File: src/design/arb_pkg.sv
// Shared constants and types for the alias reduction butterfly.
`default_nettype none

package arb_pkg;

  localparam int SAMPLE_W        = 16;
  localparam int COEF_W          = 32;
  localparam int COEF_REGS       = 8;
  localparam int CIDX_W          = 3;
  localparam int FRAC_BITS       = 14;
  localparam int APB_AW          = 5;
  localparam int BAND_SIZE_DEF   = 18;
  localparam int BUTTERFLIES_DEF = 8;
  localparam int OFIFO_DEPTH     = 4;
  localparam int OF_PTR_W        = $clog2(OFIFO_DEPTH);
  localparam int OF_CNT_W        = $clog2(OFIFO_DEPTH + 1);

  typedef struct packed {
    logic [SAMPLE_W-1:0] a_new;
    logic [SAMPLE_W-1:0] b_new;
    logic                ovf_a;
    logic                ovf_b;
  } bfly_res_t;

  typedef struct packed {
    logic                last;
    logic                ovf;
    logic [SAMPLE_W-1:0] sample;
  } out_beat_t;

endpackage

`default_nettype wire

File: src/design/arb_mem.sv
// Sample bank: one write port, two registered read ports.
`default_nettype none

module arb_mem
  import arb_pkg::*;
#(
  parameter int DEPTH = BAND_SIZE_DEF,
  parameter int AW    = $clog2(BAND_SIZE_DEF)
) (
  input  wire logic                clk,
  input  wire logic                we,
  input  wire logic [AW-1:0]       waddr,
  input  wire logic [SAMPLE_W-1:0] wdata,
  input  wire logic [AW-1:0]       raddr_a,
  input  wire logic [AW-1:0]       raddr_b,
  output logic      [SAMPLE_W-1:0] rdata_a,
  output logic      [SAMPLE_W-1:0] rdata_b
);

  logic [SAMPLE_W-1:0] mem [DEPTH];

  always_ff @(posedge clk) begin
    if (we) begin
      mem[waddr] <= wdata;
    end
  end

  always_ff @(posedge clk) begin
    rdata_a <= mem[raddr_a];
    rdata_b <= mem[raddr_b];
  end

endmodule

`default_nettype wire

File: config.mk
export PLATFORM = sky130hd
export DESIGN_NAME = arb_mem
export DESIGN_NICKNAME = d
export VERILOG_FILES = /design/src/design/arb_pkg.sv /design/src/design/arb_mem.sv
export SDC_FILE = /design/constraint.sdc
export NUM_CORES = 1
export LEC_CHECK = 0
export BUFFER_PORTS_ARGS = -buffer_cell sky130_fd_sc_hd__buf_2
export CELL_PAD_IN_SITES_DETAIL_PLACEMENT = 2
export CELL_PAD_IN_SITES_GLOBAL_PLACEMENT = 2
export CORE_UTILIZATION = 41
export DETAILED_ROUTE_END_ITERATION = 12
export PLACE_DENSITY_LB_ADDON = 0.1
export SETUP_SLACK_MARGIN = 0.4
export SKIP_LAST_GASP = 1
export SYNTH_ARGS = -nofsm -noshare
export SYNTH_HDL_FRONTEND = slang
export SYNTH_SLANG_ARGS = --single-unit
File: constraint.sdc
create_clock -name clk -period 2.8 [get_ports clk]
set_input_delay 0.28 -clock clk [delete_from_list [all_inputs] [get_ports clk]]
set_output_delay 0.28 -clock clk [all_outputs]
set_load 0.05 [all_outputs]
==> metrics.txt <==
Synth top area share=0.6089; Final Cell Area=about 16000 um2; Final setup viols=0; vias in the first global route=between 9k and 10k; status=finished clean; Post-synth EDFFs=roughly 290; Clock transition at path regs=approximately 60 ps; Yosys top cell by area=edfxtp_1; hold_buf cts=0; Peak VDD IR=between 0.0004 and 0.0005 V; IO Pins=65; via count=8815; root buffer cell=clkbuf_16; first-pass GRT wire length=65620 um; Worst Max-Slew Pin Slew=around 890 ps; number of H-tree levels=2; Worst Path Required=~3200 ps; Die Area=35390 um2; crit path capture type=flip-flop; reg2reg start=mem[11][14]; number of routed nets with antenna violations=0; power per standard cell area=around 670 nW/um2; largest net degree at the start of global routing=65; average size of a mapped cell=roughly 15 um2; r2r setup slk=~1300 ps; port bufs=64; Synth warnings=0; Initial Util=0.4204; First DRT Iteration DRCs=approximately 570; clock sink count=between 300 and 400; Routed wire per std cell=between 30 and 40 um; CORE AREA=between 30000 and 40000 um2; synth cell count leaders=edfxtp_1, mux2i_1, nand2_1, buf_2, mux4_2; site row count=67; gp weighted congestion=~0.86; fmax=approximately 580 MHz; top post-synthesis cells by area=edfxtp_1, mux2i_1, mux4_2; total routed wirelength=~45000 um; Comb pwr share=0.089; post-DP HPWL=28640 um; register share of total power=0.486; Final Cycle Share=0.6174; Sw Share=0.2369; clock group share of total power=0.426; synthesis-stage register bit count=320; DRC=0; antenna violations before repair=2; hold path endpoint=rdata_b[14]; P_int=roughly 8.4 mW; fraction of registers with async set/reset=0; post-CTS setup buffer count=0; startpoint types=input port; diode count=0; clk_skew=14.47 ps; Critical Path AT=~2100 ps; min-delay src=raddr_b[3]; Num CTS Buffers=36; Final #Nets=slightly above 1k; Net Switching=roughly 2.6 mW; ys flop type=edfxtp_1; Final Max Tran Viols=0; gate count after technology mapping=approximately 900; die width=188.1 um; drt pass-1 iters=4; Cells on Worst Hold Path=2; RSZ-0062 raised after global routing=no; Vias per Instance=between 5 and 6; PostCTS Resize Cnt=0; Max Cap Viol=0; Max transition margin=0.4095; setup TNS=0 ps; global route overflow=0; Hold Crit Class=input port to flip-flop; P&R area growth vs syn=15.51%; Reg2Reg Depth=3; Crit Path Class=input port to flip-flop; Die Y-Extent=~190 um; Max Root-Sink Buffers=3; worst reg2reg endpoint=rdata_a[14]; sequential area share after synthesis=0.6540; Final Hold Viols=0; Post-Syn Area=about 14000 um2; WHS=70.14 ps; crit path max fanout=21; static leakage power=between 5 and 6 nW; post-synthesis cell type count=34; syn nets=between 900 and 1k; worst-skew pair later-pin latency=520 ps; share of layout cells above drive strength 1=0.2330; Total GRT Usage=0.2574; count leader, synth=edfxtp_1; placed cell areas=15240 um2; CTS tree=yes; fin crit period=~1700 ps
## layout by cell type (no fill, tap or decap), drive strengths merged, types with 32 or more instances in the layout
cell type / synthesis / layout
buf: 47 / 106
clkbuf: 15 / 47
dfxtp: 32 / 32
edfxtp: 288 / 288
mux2: 32 / 32
mux2i: 186 / 186
mux4: 36 / 36
nand2: 85 / 85
nand3: 32 / 32
## routing by layer
layer  track usage  wire, um
met1        0.3354     18940
met2        0.4414     22530
met3       0.04174      2345
met4       0.07536      1118
met5             0         9
## worst max path at each step
stage / from / to / slack [ps] / cells past startpoint
6_report: raddr_a[4] / rdata_a[8] / 1070 / 5
5_1_grt: raddr_a[4] / rdata_a[8] / 1030 / 5
4_1_cts: raddr_a[4] / rdata_a[1] / 1130 / 5
3_5_place_dp: raddr_a[4] / rdata_a[8] / 600 / 5
3_3_place_gp: raddr_b[4] / rdata_b[13] / 720 / 5
2_1_floorplan: waddr[1] / mem[8][0] / 390 / 2
## state kept, by name, indices dropped and copies added, names as in the netlist
name	count
rdata_b	16
mem	288
rdata_a	16
## stage by stage
stage          setup WS [ps]  utilization  power [mW]  cells
3_5_place_dp           604.5       0.4510       6.442   1413
4_1_cts                 1127       0.4856       11.16   1478
5_1_grt                 1028       0.4856       11.37   1478
2_1_floorplan          393.2            -       6.052    921
6_report                1071       0.4856       11.05   1478
3_3_place_gp           724.9       0.4510       6.404   1413
## worst max-delay path: stages
cell	delay (ps)
buf_2	490
or4b_1	790
o22ai_1	210
a21oi_1	160
nand3_1	140
## area by class of cell
type                            count  area [um2]
Inverter                            1       3.754
Tap cell                          448       560.5
Clock buffer                       47       972.2
Multi-Input combinational cell    538        4663
Sequential cell                   320        9289
Timing Repair Buffer              106       719.4
Clock inverter                     18       198.9
Fill cell                        3104       17380
## logic make-up after synthesis
| group | count (synthesis) | synth area share |
|---|---|---|
| AO/OA/AOI/OAI | 110 | 0.05215 |
| multiplexers | 254 | 0.2135 |
| flip-flops | 320 | 0.6540 |
| buffers and inverters | 63 | 0.02352 |
| AND/OR/NAND/NOR | 174 | 0.05682 |
## power groups by stage
| stage | sequential (mW) | clock, mW | combinational (mW) |
|---|---|---|---|
| 6_report | 5.37 | 4.71 | 0.979 |
| 5_1_grt | 5.37 | 4.97 | 1.03 |
| 4_1_cts | 5.36 | 4.81 | 0.984 |
| 3_5_place_dp | 5.46 | 0 | 0.978 |
| 3_3_place_gp | 5.46 | 0 | 0.944 |
| 2_1_floorplan | 5.60 | 0 | 0.449 |
No activity file was read; power rests on OpenSTA's default activity.
