**config.mk**
```make
export PLATFORM = sky130hd
export DESIGN_NAME = arb_cfg
export DESIGN_NICKNAME = d
export VERILOG_FILES = /design/src/design/arb_pkg.sv /design/src/design/arb_cfg.sv
export SDC_FILE = /design/constraint.sdc
export NUM_CORES = 1
export LEC_CHECK = 0
export BUFFER_PORTS_ARGS = -buffer_cell sky130_fd_sc_hd__buf_2
export CAP_MARGIN = 20
export CORE_UTILIZATION = 48
export DETAILED_ROUTE_END_ITERATION = 8
export PLACE_DENSITY_LB_ADDON = 0.3
export SKIP_LAST_GASP = 1
export SLEW_MARGIN = 20
export SYNTH_ARGS = -nofsm -noshare
export SYNTH_HDL_FRONTEND = slang
export SYNTH_SLANG_ARGS = --single-unit
```
**constraint.sdc**
```tcl
create_clock -name clk -period 2.1 [get_ports clk]
set_input_delay 0.42 -clock clk [delete_from_list [all_inputs] [get_ports clk]]
set_output_delay 0.42 -clock clk [all_outputs]
set_load 0.01 [all_outputs]
```
**src/design/arb_pkg.sv**
```systemverilog
// Shared constants and types for the alias reduction butterfly.
`default_nettype none

package arb_pkg;

  localparam int SAMPLE_W        = 16;
  localparam int COEF_W          = 32;
  localparam int COEF_REGS       = 8;
  localparam int CIDX_W          = 3;
  localparam int FRAC_BITS       = 14;
  localparam int APB_AW          = 5;
  localparam int BAND_SIZE_DEF   = 18;
  localparam int BUTTERFLIES_DEF = 8;
  localparam int OFIFO_DEPTH     = 4;
  localparam int OF_PTR_W        = $clog2(OFIFO_DEPTH);
  localparam int OF_CNT_W        = $clog2(OFIFO_DEPTH + 1);

  typedef struct packed {
    logic [SAMPLE_W-1:0] a_new;
    logic [SAMPLE_W-1:0] b_new;
    logic                ovf_a;
    logic                ovf_b;
  } bfly_res_t;

  typedef struct packed {
    logic                last;
    logic                ovf;
    logic [SAMPLE_W-1:0] sample;
  } out_beat_t;

endpackage

`default_nettype wire

```
**src/design/arb_cfg.sv**
```systemverilog
// APB register file holding the butterfly coefficient pairs.
`default_nettype none

module arb_cfg
  import arb_pkg::*;
(
  input  wire logic                             clk,
  input  wire logic                             rst,
  input  wire logic                             psel,
  input  wire logic                             penable,
  input  wire logic                             pwrite,
  input  wire logic [APB_AW-1:0]                paddr,
  input  wire logic [COEF_W-1:0]                pwdata,
  output logic      [COEF_W-1:0]                prdata,
  output logic                                  pready,
  output logic      [COEF_REGS-1:0][COEF_W-1:0] coefs
);

  logic [CIDX_W-1:0] reg_sel;

  assign reg_sel = paddr[APB_AW-1:2];
  assign pready  = 1'b1;
  assign prdata  = coefs[reg_sel];

  always_ff @(posedge clk) begin
    if (rst) begin
      coefs <= '0;
    end else if (psel && penable && pwrite) begin
      coefs[reg_sel] <= pwdata;
    end
  end

endmodule

`default_nettype wire

```
==> results.ini <==
[layout]
reg_top3 = coefs x256
syn2layout_area_growth_pct = 39.2
drive_gt1_frac = 0.555
utilization = 0.681
nNetsFinal = 1480
largest-register = coefs
largest_reg_flops = 256

[placement]
place_hpwl_mm = 22.4
io_buffers = 327
dp_worst_setup_slack_ps = -121
gp_congestion = 0.792

[cts]
clkTransAtPathRegs_ps = 60
worstSkewPairLatency_ps = 520
htreeDepth = 1
clkSinkCount = 256
cts_buffers = 26
clock_path_buffers = 3
root_buffer = clkbuf_16
cts_tree = done
ctsHoldBuffers = 0

[timing]
setup_viol = 31
maxSlewViolCount = 0
finalCritPeriodShare = 1.03
skew_ps = 0
rsz0062_at_grt = true
final_hold_viol_count = 0
fmax_ghz = 0.463
layout_min_cycle_time_ps = 2160
fin_ws_ps = -58.3

[worst_setup_path]
crit_arrival_ps = 1740
crit_path_end_kind = output port
required_ps = 1680
reg2reg_from = coefs[236]
crit_chain = mux4_2, mux2_4, buf_6
critPathMaxStageDelay_ps = 480
crit_type = reg2out
rrSetupSlack_ps = 1290
reg2reg_depth = 4
rr_endpoint = coefs[236]
setup.worst_path.end = prdata[18]
critPathLaunch = coefs[50]
startpoint_type = flip-flop
worst-path-max-fanout = 3
cpMaxStageDelayCell = mux4_2

[power_and_ir_drop]
power_mw = 10.4
p_leak_nw = 8.80
power_density_mw_per_mm2 = 629
vdd_drop_max_uv = 378

[global_route]
grt_pass1_wl_mm = 55.4
grt_max_degree = 53
track_usage = 0.277
antenna_found_initial = 2
grt-ovfl-total = 0
grt_pass1_vias = 9640

[synthesis]
synthesis.nets = 1071
avgSynthCellArea_sq_um = 11.6
synth.cell_area_sq_mm = 0.0119
synth.distinct_cells = 26
ys_seq_area_frac = 0.431
syn_inst = 1029
synth_seq_cells = 256
yosys_warnings = 0

[drt]
drc = 0
detail-route-antenna-nets = 0
wl_per_cell_um = 20.5
wirelength_mm = 36.6
vias = 9556
drt-pass1-iter-count = 5
drt_iter0_drc = 547
viasPerCell = 5.36

[floorplanning]
core_sq_mm = 0.0243
fp-row-count = 57
ios = 331
dieArea_sq_mm = 0.0254
die_h_um = 159
initial_utilization = 0.489
fp.dieW_um = 159

[hold_path]
hold_path.class = in2reg

[outcome]
status = complete, but fails checks
violations = setup timing

[run]
maxCapViolCount = 0

## cell usage after synthesis
master | instances | share of area
nand2b_1 | 288 | 0.15
buf_1 | 32 | 0.010
dfxtp_1 | 256 | 0.43
o211a_1 | 1 | 0.00084
a211oi_1 | 1 | 0.00063
nand2_1 | 5 | 0.0016
and4_1 | 1 | 0.00074
mux2_2 | 31 | 0.029
nand3_1 | 3 | 0.0013
and2_1 | 2 | 0.0011
o21ai_1 | 1 | 0.00042
and4b_1 | 1 | 0.00084
conb_1 | 1 | 0.00032
mux2i_1 | 257 | 0.22
mux2_1 | 1 | 0.00095
nor2b_1 | 2 | 0.0011
nor2_1 | 1 | 0.00032
buf_6 | 5 | 0.0047
buf_2 | 32 | 0.013
inv_1 | 1 | 0.00032
a32oi_1 | 1 | 0.00074
mux4_2 | 62 | 0.12
buf_4 | 5 | 0.0032
and3_1 | 1 | 0.00053
clkbuf_1 | 37 | 0.012
nand2_2 | 1 | 0.00053
## timing repair
item | CTS | global route
cloned | 4 | 1
gates resized for setup | 219 | 28
setup buffers | 99 | 14
endpoints found under the setup margin | 32 | 32
## placed cells by master (no fill, tap or decap), drive strengths merged, types with 2 or more instances in the layout
master | Yosys | routed
and2 | 2 | 2
buf | 74 | 491
bufinv | 0 | 2
clkbuf | 37 | 42
clkinv | 0 | 5
dfxtp | 256 | 256
diode | 0 | 2
mux2 | 32 | 32
mux2i | 257 | 257
mux4 | 62 | 62
nand2 | 6 | 6
nand2b | 288 | 288
nand3 | 3 | 3
nor2b | 2 | 2
## worst min-delay path by stage
stage,cells after the start,startpoint,to
CTS,3,pwdata[5],coefs[101]
finish,3,pwdata[5],coefs[101]
detailed placement,2,coefs[175],coefs[175]
global route,3,pwdata[5],coefs[101]
global placement,2,coefs[10],coefs[10]
floorplan,2,coefs[50],coefs[50]
## critical path, delay by kind of cell (launching register included)
kind / cells / cell delay, ps
mux: 2 / 780
flops: 1 / 320
buf+inv: 1 / 130
## report_power, final
part	switching [mW]	internal, mW	leakage, nW	total (mW)
Sequential	0.0274	4.89	2.15	4.92
Clock	1.90	2.81	0.433	4.71
Combinational	0.390	0.394	6.21	0.784
## stage by stage
| stage | std cells | cell area, sq um | TNS [ps] | hold slack [ps] |
|---|---|---|---|---|
| finish | 1784 | 16600 | -959 | 323 |
| global route | 1783 | 16600 | -2070 | 351 |
| CTS | 1767 | 16400 | -1190 | 322 |
| detailed placement | 1616 | 14100 | -2770 | 476 |
| global placement | 1616 | 14100 | -2340 | 468 |
| floorplan | 1029 | 11900 | 0 | 501 |
## metal layers
| metal | vias to the layer above | part of all wire | track usage |
|---|---|---|---|
| li1 | 4363 | - | - |
| met1 | 4745 | 0.43 | 0.355 |
| met2 | 369 | 0.49 | 0.467 |
| met3 | 79 | 0.054 | 0.0466 |
| met4 | 0 | 0.034 | 0.108 |
| met5 | - | 0 | 0 |
## layout make-up
type | count | area (sq um)
antenna | 2 | 5.00
clock buffer | 41 | 788
clock inverter | 7 | 85.1
fill | 1798 | 7760
inverter | 1 | 3.75
multi-input combinational | 661 | 6390
sequential | 256 | 5350
tap | 324 | 405
timing repair buffer | 492 | 3540
## cell families after synthesis
group | count (synthesis) | synth area share
flops | 256 | 0.431
mux | 351 | 0.364
other cells | 1 | 0.000315
compound gates | 4 | 0.00263
simple gates | 305 | 0.159
buf+inv | 112 | 0.0434
(Power assumes the default switching activity.)
