$ cat src/design/arb_pkg.sv
// Shared constants and types for the alias reduction butterfly.
`default_nettype none

package arb_pkg;

  localparam int SAMPLE_W        = 16;
  localparam int COEF_W          = 32;
  localparam int COEF_REGS       = 8;
  localparam int CIDX_W          = 3;
  localparam int FRAC_BITS       = 14;
  localparam int APB_AW          = 5;
  localparam int BAND_SIZE_DEF   = 18;
  localparam int BUTTERFLIES_DEF = 8;
  localparam int OFIFO_DEPTH     = 4;
  localparam int OF_PTR_W        = $clog2(OFIFO_DEPTH);
  localparam int OF_CNT_W        = $clog2(OFIFO_DEPTH + 1);

  typedef struct packed {
    logic [SAMPLE_W-1:0] a_new;
    logic [SAMPLE_W-1:0] b_new;
    logic                ovf_a;
    logic                ovf_b;
  } bfly_res_t;

  typedef struct packed {
    logic                last;
    logic                ovf;
    logic [SAMPLE_W-1:0] sample;
  } out_beat_t;

endpackage

`default_nettype wire

$ cat src/design/arb_bfly.sv
// Butterfly datapath: registered products, then sum, floor shift and range check.
`default_nettype none

module arb_bfly
  import arb_pkg::*;
(
  input  wire logic                       clk,
  input  wire logic signed [SAMPLE_W-1:0] a,
  input  wire logic signed [SAMPLE_W-1:0] b,
  input  wire logic signed [SAMPLE_W-1:0] cs,
  input  wire logic signed [SAMPLE_W-1:0] ca,
  output bfly_res_t                       res
);

  localparam int PROD_W = 2 * SAMPLE_W;
  localparam int SUM_W  = PROD_W + 1;
  localparam int CHK_W  = SUM_W - SAMPLE_W + 1;

  logic signed [PROD_W-1:0] p_acs, p_bca, p_bcs, p_aca;
  logic signed [SUM_W-1:0]  da, db, sa, sb;

  always_ff @(posedge clk) begin
    p_acs <= a * cs;
    p_bca <= b * ca;
    p_bcs <= b * cs;
    p_aca <= a * ca;
  end

  always_comb begin
    da = {p_acs[PROD_W-1], p_acs} - {p_bca[PROD_W-1], p_bca};
    db = {p_bcs[PROD_W-1], p_bcs} + {p_aca[PROD_W-1], p_aca};
    sa = da >>> FRAC_BITS;
    sb = db >>> FRAC_BITS;
    res.a_new = sa[SAMPLE_W-1:0];
    res.b_new = sb[SAMPLE_W-1:0];
    res.ovf_a = (sa[SUM_W-1:SAMPLE_W-1] != {CHK_W{sa[SAMPLE_W-1]}});
    res.ovf_b = (sb[SUM_W-1:SAMPLE_W-1] != {CHK_W{sb[SAMPLE_W-1]}});
  end

endmodule

`default_nettype wire

$ cat config.mk
export PLATFORM = sky130hd
export DESIGN_NAME = arb_bfly
export DESIGN_NICKNAME = d
export VERILOG_FILES = /design/src/design/arb_pkg.sv /design/src/design/arb_bfly.sv
export SDC_FILE = /design/constraint.sdc
export NUM_CORES = 2
export LEC_CHECK = 0
export ABC_AREA = 1
export BUFFER_PORTS_ARGS = -buffer_cell sky130_fd_sc_hd__buf_2
export CAP_MARGIN = 20
export CORE_AREA = 2 2 269 271
export CTS_CLUSTER_SIZE = 8
export DETAILED_ROUTE_END_ITERATION = 8
export DIE_AREA = 0 0 271 273
export GPL_TIMING_DRIVEN = 0
export PLACE_DENSITY = 0.94
export REMOVE_ABC_BUFFERS = 1
export SKIP_CTS_REPAIR_TIMING = 1
export SYNTH_ARGS = -nofsm -noshare
export SYNTH_HDL_FRONTEND = slang
export SYNTH_SLANG_ARGS = --single-unit
$ cat constraint.sdc
create_clock -name clk -period 8.4 [get_ports clk]
set_input_delay 1.26 -clock clk [delete_from_list [all_inputs] [get_ports clk]]
set_output_delay 1.26 -clock clk [all_outputs]
set_load 0.01 [all_outputs]
==> flow_metrics.env <==
export IMPL_status="completed"
export IMPL_regArea_um2=2560
export IMPL_layout_filler_cells=5129
export IMPL_maxCapViolations=0
export IMPL_cell_repeated_most_along_the_worst_path="fa_1"
export IMPL_final_critical_path_setup_slack_ns=0.664
export IMPL_postLayoutCellArea_um2=49000
export IMPL_y_dimension_of_the_die_um=273
export IMPL_place_ws_ns=0.468
export IMPL_postSynthCellCount=6064
export IMPL_tritoncts="yes"
export IMPL_viasPerCell=5.59
export IMPL_numCtsBuffers=17
export IMPL_num_vias=38900
export IMPL_setup_worst_path_start_class="input pin"
export IMPL_routed_wl_um=124000
export IMPL_worstPathArrival_ns=8.07
export IMPL_fmax_mhz=129
export IMPL_setup_total_negative_slack_ns=0
export IMPL_synthesis_yosys_warnings=0
export IMPL_floorplan_initialDensity_pct=66.7
export IMPL_globalRouteOverflowTotal=0
export IMPL_bufs_on_longest_clock_path=2
export IMPL_ys_ff_latch=128
export IMPL_critPathMaxFanout=32
export IMPL_yosys_cell_types_count=53
export IMPL_async_set_or_reset_flop_fraction_in_the_synthesized_netlist_pct=0
export IMPL_report_final_slew_viol_count=0
export IMPL_grt_first_pass_wirelength_um=205000
export IMPL_post_synth_top_count_cell="inv_1"
export IMPL_drt_initial_drc_count=4382
export IMPL_globalRouteTotalUtil_pct=34.9
export IMPL_initial_antenna_violation_count=1
export IMPL_synthesis_area_um2=47300
export IMPL_post_dp_cell_area_um2=48300
export IMPL_clk_pin_slew_ns=0.06
export IMPL_core_region_area_um2=71000
export IMPL_synth_yosys_seq_area_share_pct=5.41
export IMPL_die_x_um=271
export IMPL_nets=7494
export IMPL_drt_drc_violations_left=0
export IMPL_worstHoldPathType="in2reg"
export IMPL_gpl_final_weighted_congestion=0.956
export IMPL_final_hold_violation_count=0
export IMPL_vias_in_the_first_global_route=41700
export IMPL_cts_htree_levels=4
export IMPL_ioPinCount=99
export IMPL_area_growth_synth_to_final_pct=3.54
export IMPL_post_synth_most_frequent_cells="inv_1 (1,855), nand2_1 (1,521), fa_1 (1,048), ha_1 (390), clkbuf_1 (191)"
export IMPL_largest_net_degree_at_the_start_of_global_routing=33
export IMPL_io_buffer_count=98
export IMPL_critical_path_class="in2reg"
export IMPL_critPathSlowestCell="fa_1"
export IMPL_worst_ep_required_time_ns=8.73
export IMPL_worstMarginPinSlew_ns=1.06
export IMPL_final_layout_size_suffix_gt1_share_pct=3.61
export IMPL_post_synth_top_area_cell="fa_1"
export IMPL_worst_path_largest_cell_delay_ns=0.91
export IMPL_synth_area_per_cell_um2=7.81
export IMPL_detailed_place_hpwl_um=96300
export IMPL_timing_critical_path_to_type="flop"
export IMPL_max_slew_margin_pct=29.2
export IMPL_rsz_0062_raised_after_global_routing="no"
export IMPL_synth_top_cell_area_share_pct=44.3
export IMPL_route_antenna_remaining_nets=0
export IMPL_design_die_area_um2=74000
export IMPL_finalSetupViolCount=0
export IMPL_detail_route_first_pass_iterations=6
export IMPL_final_min_period_over_clock_period_pct=92.1
export IMPL_finalCriticalPeriod_ns=7.74
export IMPL_ys_flop_type="dfxtp_1"
export IMPL_cts_root_buf="clkbuf_16"
export IMPL_synth_area_leaders="fa_1 (44%), inv_1 (15%), nand2_1 (12%)"
export IMPL_multi_input_comb_area_um2=37000
export IMPL_crit_chain="buf_2 -> nand2_1 -> inv_1 -> fa_1 -> fa_1 -> fa_1 -> fa_1 -> fa_1 -> inv_1 -> fa_1 -> inv_1 -> ha_1 -> a21oi_1 -> o21ai_0 -> a21oi_1 -> nand3_1 -> a21o_1 -> nand2_1 -> nand2_1 -> nand2_1 -> nand2_1"
export IMPL_synth_edff_count=0
export IMPL_row_cnt=98
export IMPL_wire_per_inst_um=17.8
export IMPL_clkSinkCount=128
==> cells by family (layout without fill, tap and decap cells) <==
family,Yosys count,count (layout),share of synthesized area (%)
xor+xnor,162,162,3.01
fa+ha+maj,1438,1438,54.6
other cells,0,1,0
buf+inv,2062,2002,16.3
flops,128,128,5.41
compound gates,359,359,4.50
simple gates,1915,1915,16.1
==> flip-flops by register name, indices dropped and copies added (netlist names) <==
| signal | flops |
|---|---|
| p_acs | 32 |
| p_bcs | 32 |
| p_aca | 32 |
| p_bca | 32 |
==> cells in the final DEF, fill, tap and decap left out, types with 7 or more instances in the layout <==
master     Yosys  final
a211oi_1       9      9
a21o_1        23     23
a21oi_1      171    171
buf_2          0     98
clkbuf_16      0     17
dfxtp_1      128    128
fa_1        1048   1048
ha_1         390    390
inv_1       1855   1855
inv_2         12     12
nand2_1     1521   1521
nand2_2       25     25
nand3_1       91     91
nand4_1       27     27
nor2_1       190    190
nor2_2         8      8
nor3_1        13     13
nor4_1         9      9
o21ai_0       64     64
o21ai_1       18     18
o21bai_1      25     25
or2_2          7      7
xnor2_1       62     62
xor2_1        99     99
==> critical path, delay by kind of cell <==
kind | cells | cell delay (ns)
adders and majority gates | 7 | 3.87
AOI/OAI and AO/OA | 4 | 1.06
and+or+nand+nor | 6 | 0.94
buffers and inverters | 4 | 0.91
==> layout make-up <==
cell class / count / area share [%]
Antenna cell: 1 / 0.00510
Tap cell: 950 / 2.42
Clock buffer: 20 / 0.932
Inverter: 1870 / 14.3
Clock inverter: 12 / 0.419
Timing Repair Buffer: 100 / 1.11
Sequential cell: 128 / 5.23
Multi-Input combinational cell: 3874 / 75.6
==> routing by layer <==
metal  track usage [%]  part of all wire, %  vias to the layer above
met1              46.3                   37                    18900
li1                  -                    -                    17100
met4              18.1                  5.7                        2
met3              8.34                   13                      464
met2              53.5                   44                     2510
met5             0.899                0.010                        -
==> per-stage QoR <==
step | hold slack, ns | util, % | std cells
6_report | 1.41 | 69.1 | 6955
5_1_grt | 1.41 | 69.1 | 6954
4_1_cts | 1.38 | 69.0 | 6952
3_5_place_dp | 1.87 | 68.0 | 6920
3_3_place_gp | 1.85 | 68.0 | 6920
2_1_floorplan | 1.35 | - | 5872
==> path summary, 6_finish.rpt <==
check             start        end  cells after the start
hold / removal     a[0]   p_aca[0]                      3
setup / recovery  cs[2]  p_acs[29]                     21
Power is left out: the tool's default activity adds up to more than one toggle a clock period on the data nets, which glitch-free logic cannot reach.
