### src/design/arb_pkg.sv
// Shared constants and types for the alias reduction butterfly.
`default_nettype none

package arb_pkg;

  localparam int SAMPLE_W        = 16;
  localparam int COEF_W          = 32;
  localparam int COEF_REGS       = 8;
  localparam int CIDX_W          = 3;
  localparam int FRAC_BITS       = 14;
  localparam int APB_AW          = 5;
  localparam int BAND_SIZE_DEF   = 18;
  localparam int BUTTERFLIES_DEF = 8;
  localparam int OFIFO_DEPTH     = 4;
  localparam int OF_PTR_W        = $clog2(OFIFO_DEPTH);
  localparam int OF_CNT_W        = $clog2(OFIFO_DEPTH + 1);

  typedef struct packed {
    logic [SAMPLE_W-1:0] a_new;
    logic [SAMPLE_W-1:0] b_new;
    logic                ovf_a;
    logic                ovf_b;
  } bfly_res_t;

  typedef struct packed {
    logic                last;
    logic                ovf;
    logic [SAMPLE_W-1:0] sample;
  } out_beat_t;

endpackage

`default_nettype wire

### src/design/arb_ofifo.sv
// Output queue that decouples the result pipeline from the downstream receiver.
`default_nettype none

module arb_ofifo
  import arb_pkg::*;
(
  input  wire logic                clk,
  input  wire logic                rst,
  input  wire logic                push,
  input  wire out_beat_t           din,
  output logic                     valid,
  input  wire logic                ready,
  output out_beat_t                dout,
  output logic      [OF_CNT_W-1:0] count
);

  out_beat_t           fifo_mem [OFIFO_DEPTH];
  logic [OF_PTR_W-1:0] wptr, rptr;
  logic                pop;

  assign valid = (count != '0);
  assign pop   = valid && ready;
  assign dout  = fifo_mem[rptr];

  always_ff @(posedge clk) begin
    if (push) begin
      fifo_mem[wptr] <= din;
    end
  end

  always_ff @(posedge clk) begin
    if (rst) begin
      wptr  <= '0;
      rptr  <= '0;
      count <= '0;
    end else begin
      if (push) begin
        wptr <= wptr + OF_PTR_W'(1);
      end
      if (pop) begin
        rptr <= rptr + OF_PTR_W'(1);
      end
      case ({push, pop})
        2'b10:   count <= count + OF_CNT_W'(1);
        2'b01:   count <= count - OF_CNT_W'(1);
        default: count <= count;
      endcase
    end
  end

endmodule

`default_nettype wire

### config.mk
export PLATFORM = sky130hd
export DESIGN_NAME = arb_ofifo
export DESIGN_NICKNAME = d
export VERILOG_FILES = /design/src/design/arb_pkg.sv /design/src/design/arb_ofifo.sv
export SDC_FILE = /design/constraint.sdc
export NUM_CORES = 1
export LEC_CHECK = 0
export BUFFER_PORTS_ARGS = -buffer_cell sky130_fd_sc_hd__buf_2
export CAP_MARGIN = 20
export CORE_ASPECT_RATIO = 0.9
export CORE_MARGIN = 2
export CORE_UTILIZATION = 50
export CTS_CLUSTER_DIAMETER = 120
export CTS_CLUSTER_SIZE = 24
export DETAILED_ROUTE_END_ITERATION = 8
export PLACE_DENSITY = 0.74
export SYNTH_ARGS = -nofsm -noshare
export SYNTH_HDL_FRONTEND = slang
export SYNTH_SLANG_ARGS = --single-unit
### constraint.sdc
create_clock -name clk -period 1.7 [get_ports clk]
set_input_delay 0.085 -clock clk [delete_from_list [all_inputs] [get_ports clk]]
set_output_delay 0.085 -clock clk [all_outputs]
set_load 0.02 [all_outputs]
==> results of run 1 <==
[per-stage QoR]
stage	cells	utilization (%)	hold slack, ps
2_1_floorplan	141	-	183.9
6_report	298	65.01	88.58
5_1_grt	298	65.01	93.42
3_3_place_gp	259	56.73	296.4
3_5_place_dp	259	56.73	302.9
4_1_cts	296	63.65	65.71
[power by group]
group / total [uW] / internal [uW] / switching [uW] / leakage, uW
Combinational: 1560 / 811 / 746 / 0.000577
Sequential: 2410 / 2330 / 84.0 / 0.000738
Clock: 1280 / 656 / 622 / 0.0000856
Total: 5250 / 3800 / 1450 / 0.00140
[worst max-delay path: cells and delay by family (launching register included)]
kind / cells / cell delay, ps
xor gates and xnor gates: 1 / 170
adders and majority gates: 2 / 520
DFF: 1 / 350
buffers and inverters: 1 / 40
AOI/OAI and AO/OA: 2 / 280
and+or+nand+nor: 1 / 330
[cell type report]
| cell class | instances | area [sq um] |
|---|---|---|
| well taps | 72 | 90.09 |
| inverters | 6 | 22.52 |
| multi-input cells | 49 | 649.4 |
| clock buffers | 10 | 127.6 |
| repair buffers | 76 | 638.1 |
| clock inverters | 4 | 46.29 |
| fillers | 397 | 2116 |
| flip-flops and latches | 81 | 2357 |
[worst max-delay path by stage]
stage	start	end	cells after the start	slack, ps
after floorplan	count[2]	count[2]	7	-30
after global placement	count[2]	count[2]	7	20
after detailed placement	count[1]	count[2]	7	-120
after CTS	count[0]	count[2]	7	-70
after global routing	count[1]	count[2]	7	-170
final	count[1]	count[2]	7	-70
[kinds of logic (layout without fill, tap and decap cells)]
| kind of cell | Yosys count | in the layout | share of synthesized area (%) |
|---|---|---|---|
| AOI/OAI and AO/OA | 5 | 5 | 1.056 |
| xor gates and xnor gates | 5 | 5 | 1.421 |
| adders and majority gates | 6 | 6 | 2.680 |
| buffers and inverters | 11 | 96 | 2.192 |
| DFF | 81 | 81 | 76.00 |
| muxes | 19 | 19 | 14.45 |
| and+or+nand+nor | 14 | 14 | 2.192 |
[layout by cell type, fill, tap and decap left out]
cell type      count
clkbuf_1           1
o21ai_0            1
o31a_1             1
buf_4             12
mux2i_1            1
inv_1              5
xnor2_1            2
and2_1             2
a21oi_1            2
dfxtp_1            5
fa_2               1
clkinvlp_4         1
and2_2             2
dfxtp_4            4
ha_1               4
clkinv_2           1
xor2_1             3
inv_2              1
or3_1              2
edfxtp_1          72
ha_2               1
buf_12             1
buf_2             32
buf_16             1
clkbuf_16          2
mux4_2            18
clkinv_1           1
o311ai_0           1
dlygate4sd3_1     20
clkbuf_8           9
buf_6              8
nor2_1             8
bufinv_16          1
[state kept, by name, indices dropped and copies added (netlist names), named ones only]
signal    flops
count         3
fifo_mem     72
rptr          2
wptr          2
[metal layers]
metal | global-route usage (%) | vias up | wire length, um
met5 | 0 | - | 0
met3 | 3.996 | 8 | 216
met4 | 10.16 | 0 | 93
met1 | 21.17 | 804 | 2414
li1 | - | 724 | -
met2 | 31.54 | 49 | 3219
[timing repair]
| action | in CTS | in global routing |
|---|---|---|
| buffers inserted | 2 | 0 |
| pin swaps | 2 | 1 |
| hold endpoints to repair | 73 | 0 |
| endpoints found under the setup margin | 32 | 27 |
| resized for setup | 10 | 23 |
| hold buffers | 20 | 0 |
| gates cloned | 1 | 2 |
[synth_stat cells]
library cell	instances
mux4_1	8
ha_1	5
a21oi_1	2
o311ai_0	1
nor2_1	8
clkbuf_1	1
dfxtp_1	9
fa_1	1
buf_12	1
o21ai_0	1
inv_1	6
o31a_1	1
xnor2_1	2
buf_6	1
and2_1	4
mux2i_1	1
buf_2	2
xor2_1	3
mux4_2	10
edfxtp_1	72
or3_1	2
==> impl_metrics.tcl, run 1 <==
set metrics [dict create \
    rr_endpoint "count[2]" \
    dp_hpwl_um 3350 \
    min_path_type "in2reg" \
    cts.sinks 81 \
    holdPathEnd "wptr[0]" \
    slew_headroom_pct 65.57 \
    tightest_slew_ps 516.5 \
    max_stage_delay_ps 350 \
    yosys.area.top_type_share_pct 70.16 \
    die_area_sq_um 6809 \
    worstSetupPathType "reg2reg" \
    wl_per_cell_um 19.94 \
    arrival_ps 2030 \
    finalSetupViolations 3 \
    rows 27 \
    fin_crit_sh_pct 103.9 \
    synth_area_leaders "edfxtp_1 70%, mux4_2 7.3%, mux4_1 6.8%" \
    clock_path_buffers 2 \
    crit_path_end_kind "register" \
    r2r_setup_slack_ps -70 \
    r2r_cells 7 \
    die_w_um 86.76 \
    synth_seq_cells 81 \
    pre_cts_ws_ps -117.6 \
    drive_above_1_share_pct 42.04 \
    finalNetCount 251 \
    ir_drop_v 0.0005736 \
    startpoint_type "register" \
    grt_setup_unrepaired "yes" \
    core_area_sq_um 6047 \
    clock_latency_ps 330 \
    grt_first_pass_wirelength_um 8707 \
    holdPathStages 3 \
    place_congestion 0.6795 \
    final_area_sq_um 3931 \
    synth_warnings 0 \
    maxSlewViolCount 0 \
    final_antenna_net_count 0 \
    yosysSeqAreaShare_pct 76.00 \
    grt_pass1_vias 1686 \
    die_h_um 78.48 \
    hold_path_startpoint "push" \
    syn_inst 141 \
    rr_startpoint "count[1]" \
    io_buffers 43 \
    critPathSlowestCell "dfxtp_4" \
    syn_area_per_cell_sq_um 21.86 \
    p_per_area_nw_per_um2 1335 \
    yosysTopAreaCell "edfxtp_1" \
    syn-num-nets 169 \
    antenna_found_initial 0 \
    start_util_pct 50.96 \
    drc_errors 0 \
    dr.pass1.iters 4 \
    n_antenna_cell 0 \
    final.setup_skew_ps 4.689 \
    synth.cell_area_sq_um 3082 \
    synth_cell_types 21 \
    viasPerCell 5.319 \
    cap_violations 0 \
    violations "setup timing" \
    status "complete, but fails checks" \
    cts_tree "built" \
    syn2layout_area_growth_pct 27.57 \
    period_needed_ps 1766 \
    io_pins 44 \
    vias 1585 \
    finalPower_uw 5250 \
    h-tree-depth 3 \
    cp_max_fo 2 \
    fin_ws_ps -65.66 \
    tns_ps -84.95 \
    place_area_sq_um 3431 \
    cts-buffers-inserted 9 \
    p_leak_uw 0.001400 \
    overflow 0 \
    wirelength_um 5943 \
    cp_cell_sequence "o31a_1 -> ha_2 -> inv_2 -> fa_2 -> xor2_1 -> or3_1 -> a21oi_1" \
    grt_usage_pct 18.32 \
    finalHoldViolations 0 \
    cp.required_ps 1960 \
    cts-root-buf "clkbuf_8" \
    grt_max_degree 19 \
    drtIter0Drc 101 \
    cts.clk_slew.worst_paths_ps 70 \
    max_freq_mhz 566.4 \
]
Note: power is estimated with default switching activity, not from simulation.
==> run 2, diff against run 1 <==
--- a/config.mk
+++ b/config.mk
@@ -9,11 +9,12 @@
 export CAP_MARGIN = 20
 export CORE_ASPECT_RATIO = 0.9
 export CORE_MARGIN = 2
-export CORE_UTILIZATION = 50
+export CORE_UTILIZATION = 56
 export CTS_CLUSTER_DIAMETER = 120
 export CTS_CLUSTER_SIZE = 24
 export DETAILED_ROUTE_END_ITERATION = 8
-export PLACE_DENSITY = 0.74
+export GPL_TIMING_DRIVEN = 0
+export PLACE_DENSITY = 0.78
 export SYNTH_ARGS = -nofsm -noshare
 export SYNTH_HDL_FRONTEND = slang
 export SYNTH_SLANG_ARGS = --single-unit
==> constraint.sdc (replaced) <==
create_clock -name clk -period 2 [get_ports clk]
set_input_delay 0.1 -clock clk [delete_from_list [all_inputs] [get_ports clk]]
set_output_delay 0.1 -clock clk [all_outputs]
set_load 0.02 [all_outputs]
==> run 2 against run 1 <==
Critical path depth unchanged. Critical endpoint unchanged. Register-to-register slack improved by 170 ps. Cell area fell by 4.2%. Sequential power fell by 15%. Hold slack better by 23 ps. Sequential share of layout area grew 2.5 points. The flow now finishes without violations. Sequential cell count unchanged. Via count shrank 3.4%. Non-clock buffer count decreased by 10. Clock skew up 0.98 ps.
==> impl_metrics.tcl, run 2 (same netlist as run 1, synthesis figures left out) <==
set metrics [dict create \
    status "finished, final reports clean" \
    arrival_ps 2170 \
    final_antenna_net_count 0 \
    drc_errors 0 \
    vias 1531 \
    start_util_pct 58.30 \
    r2r_setup_slack_ps 100 \
    wl_per_cell_um 17.62 \
    mostFrequentLayoutCells "72 x edfxtp_1, 44 x buf_2, 18 x dlygate4sd3_1" \
    p_per_area_nw_per_um2 1113 \
    cts.sinks 81 \
    dp_hpwl_um 3131 \
    ir_drop_v 0.0008320 \
    drive_above_1_share_pct 34.86 \
    syn2layout_area_growth_pct 22.21 \
    dr.pass1.iters 4 \
    fill_cells 317 \
    clock_path_buffers 2 \
    cap_violations 0 \
    final.setup_skew_ps 5.671 \
    grt_first_pass_wirelength_um 7838 \
    cp_max_fo 6 \
    grt.met2_usage_pct 32.08 \
    h-tree-depth 3 \
    n_antenna_cell 0 \
    use_met3_pct 5.340 \
    cts-buffers-inserted 9 \
    cts-root-buf "clkbuf_8" \
    grt_max_degree 19 \
    final_area_sq_um 3766 \
    critPathSlowestCell "dfxtp_4" \
    viasPerCell 5.372 \
    grtUsageMet1_pct 21.67 \
    fin_crit_sh_pct 95.00 \
    utilization_pct 71.24 \
    grt_pass1_vias 1650 \
    place_area_sq_um 3376 \
    largestRegisters "fifo_mem (72), count (3)" \
    finalNetCount 241 \
    clock_latency_ps 340 \
    largest_reg_flops 72 \
    max_flop_register "fifo_mem" \
    drtIter0Drc 88 \
    die_area_sq_um 6113 \
    final_common_cell "edfxtp_1" \
    finalSetupViolations 0 \
    cp_cell_sequence "o31a_1 -> ha_2 -> inv_1 -> fa_1 -> xor2_1 -> or3_1 -> a21oi_2" \
    crit_path_end_kind "register" \
    die_w_um 82.20 \
    die_h_um 74.38 \
    overflow 0 \
    rows 25 \
    multi_input_comb_area_sq_um 678.2 \
    max_stage_delay_ps 370 \
    maxSlewViolCount 0 \
    core_area_sq_um 5286 \
    io_buffers 42 \
    wirelength_um 5022 \
    max_freq_mhz 526.3 \
    io_pins 44 \
    slew_headroom_pct 34.42 \
    p_leak_uw 0.001347 \
    finalHoldViolations 0 \
    grt.busiest_layer "met2" \
    grt_usage_pct 18.71 \
    period_needed_ps 1900 \
    finalPower_uw 4192 \
    place_congestion 0.7790 \
    regArea_sq_um 2354 \
    startpoint_type "register" \
    cp.required_ps 2270 \
    cts_tree "built" \
    cts.clk_slew.worst_paths_ps 70 \
    min_path_type "in2reg" \
    tightest_slew_ps 983.7 \
    worstSetupPathType "reg2reg" \
    antenna_found_initial 0 \
]
[run 2: cell count changes in the layout (fill, tap and decap cells not counted), moves of 2 or more]
cell,previous run,this run
buf_2,32,44
buf_4,12,1
mux4_1,0,8
mux4_2,18,10
buf_6,8,1
and2_1,2,4
and2_2,2,0
clkbuf_16,2,0
clkinv_2,1,3
dlygate4sd3_1,20,18
[run 2: per-stage QoR]
stage                     hold slack [ps]  TNS [ps]  instances  worst slack (ps)
after floorplan                     198.9         0        141             75.51
after global placement              308.2         0        250             173.6
after detailed placement            318.0         0        250             39.73
after CTS                           88.26         0        284             23.53
after global routing                130.7    -18.30        285            -18.30
final                               111.2         0        285             99.95
[run 2: path summary, 6_finish.rpt]
path / startpoint / to / cells past startpoint
setup reg to reg: count[2] / count[2] / 7
setup / recovery: count[2] / count[2] / 7
hold reg to reg: count[2] / count[2] / 2
hold / removal: push / wptr[0] / 3
[run 2: final cells by class]
| cell class | count | area share (%) |
|---|---|---|
| flip-flops and latches | 81 | 62.49 |
| multi-input cells | 49 | 18.01 |
| repair buffers | 61 | 10.56 |
| clock buffers | 10 | 3.389 |
| well taps | 67 | 2.226 |
| clock inverters | 6 | 1.528 |
| plain buffers | 5 | 1.196 |
| inverters | 6 | 0.5980 |
[run 2: worst max-delay path: cells and delay by family, from the launching register on]
family	cells	cell delay (ps)
XOR/XNOR	1	160
AND/OR/NAND/NOR	1	350
AO/OA/AOI/OAI	2	330
flip-flops	1	370
adder cells (fa/ha/maj)	2	570
buffers and inverters	1	50
[run 2: what timing repair did]
item	4_1_cts	5_1_grt
buffers inserted	0	1
hold buffers	18	0
endpoints found under the hold margin	72	0
endpoints found under the setup margin	0	1
resized for setup	0	8
[run 2: layer usage]
layer  routed length [um]  share of wire (%)
met1                 2021                 40
met2                 2629                 52
met3                  252                5.0
met4                  118                2.3
met5                    0                  0
[run 2: where the power goes]
part	switching, uW	leakage [uW]	internal (uW)
Combinational	557	0.000512	478
Clock	547	0.0000979	571
Sequential	62.1	0.000737	1980
Total	1170	0.00135	3030
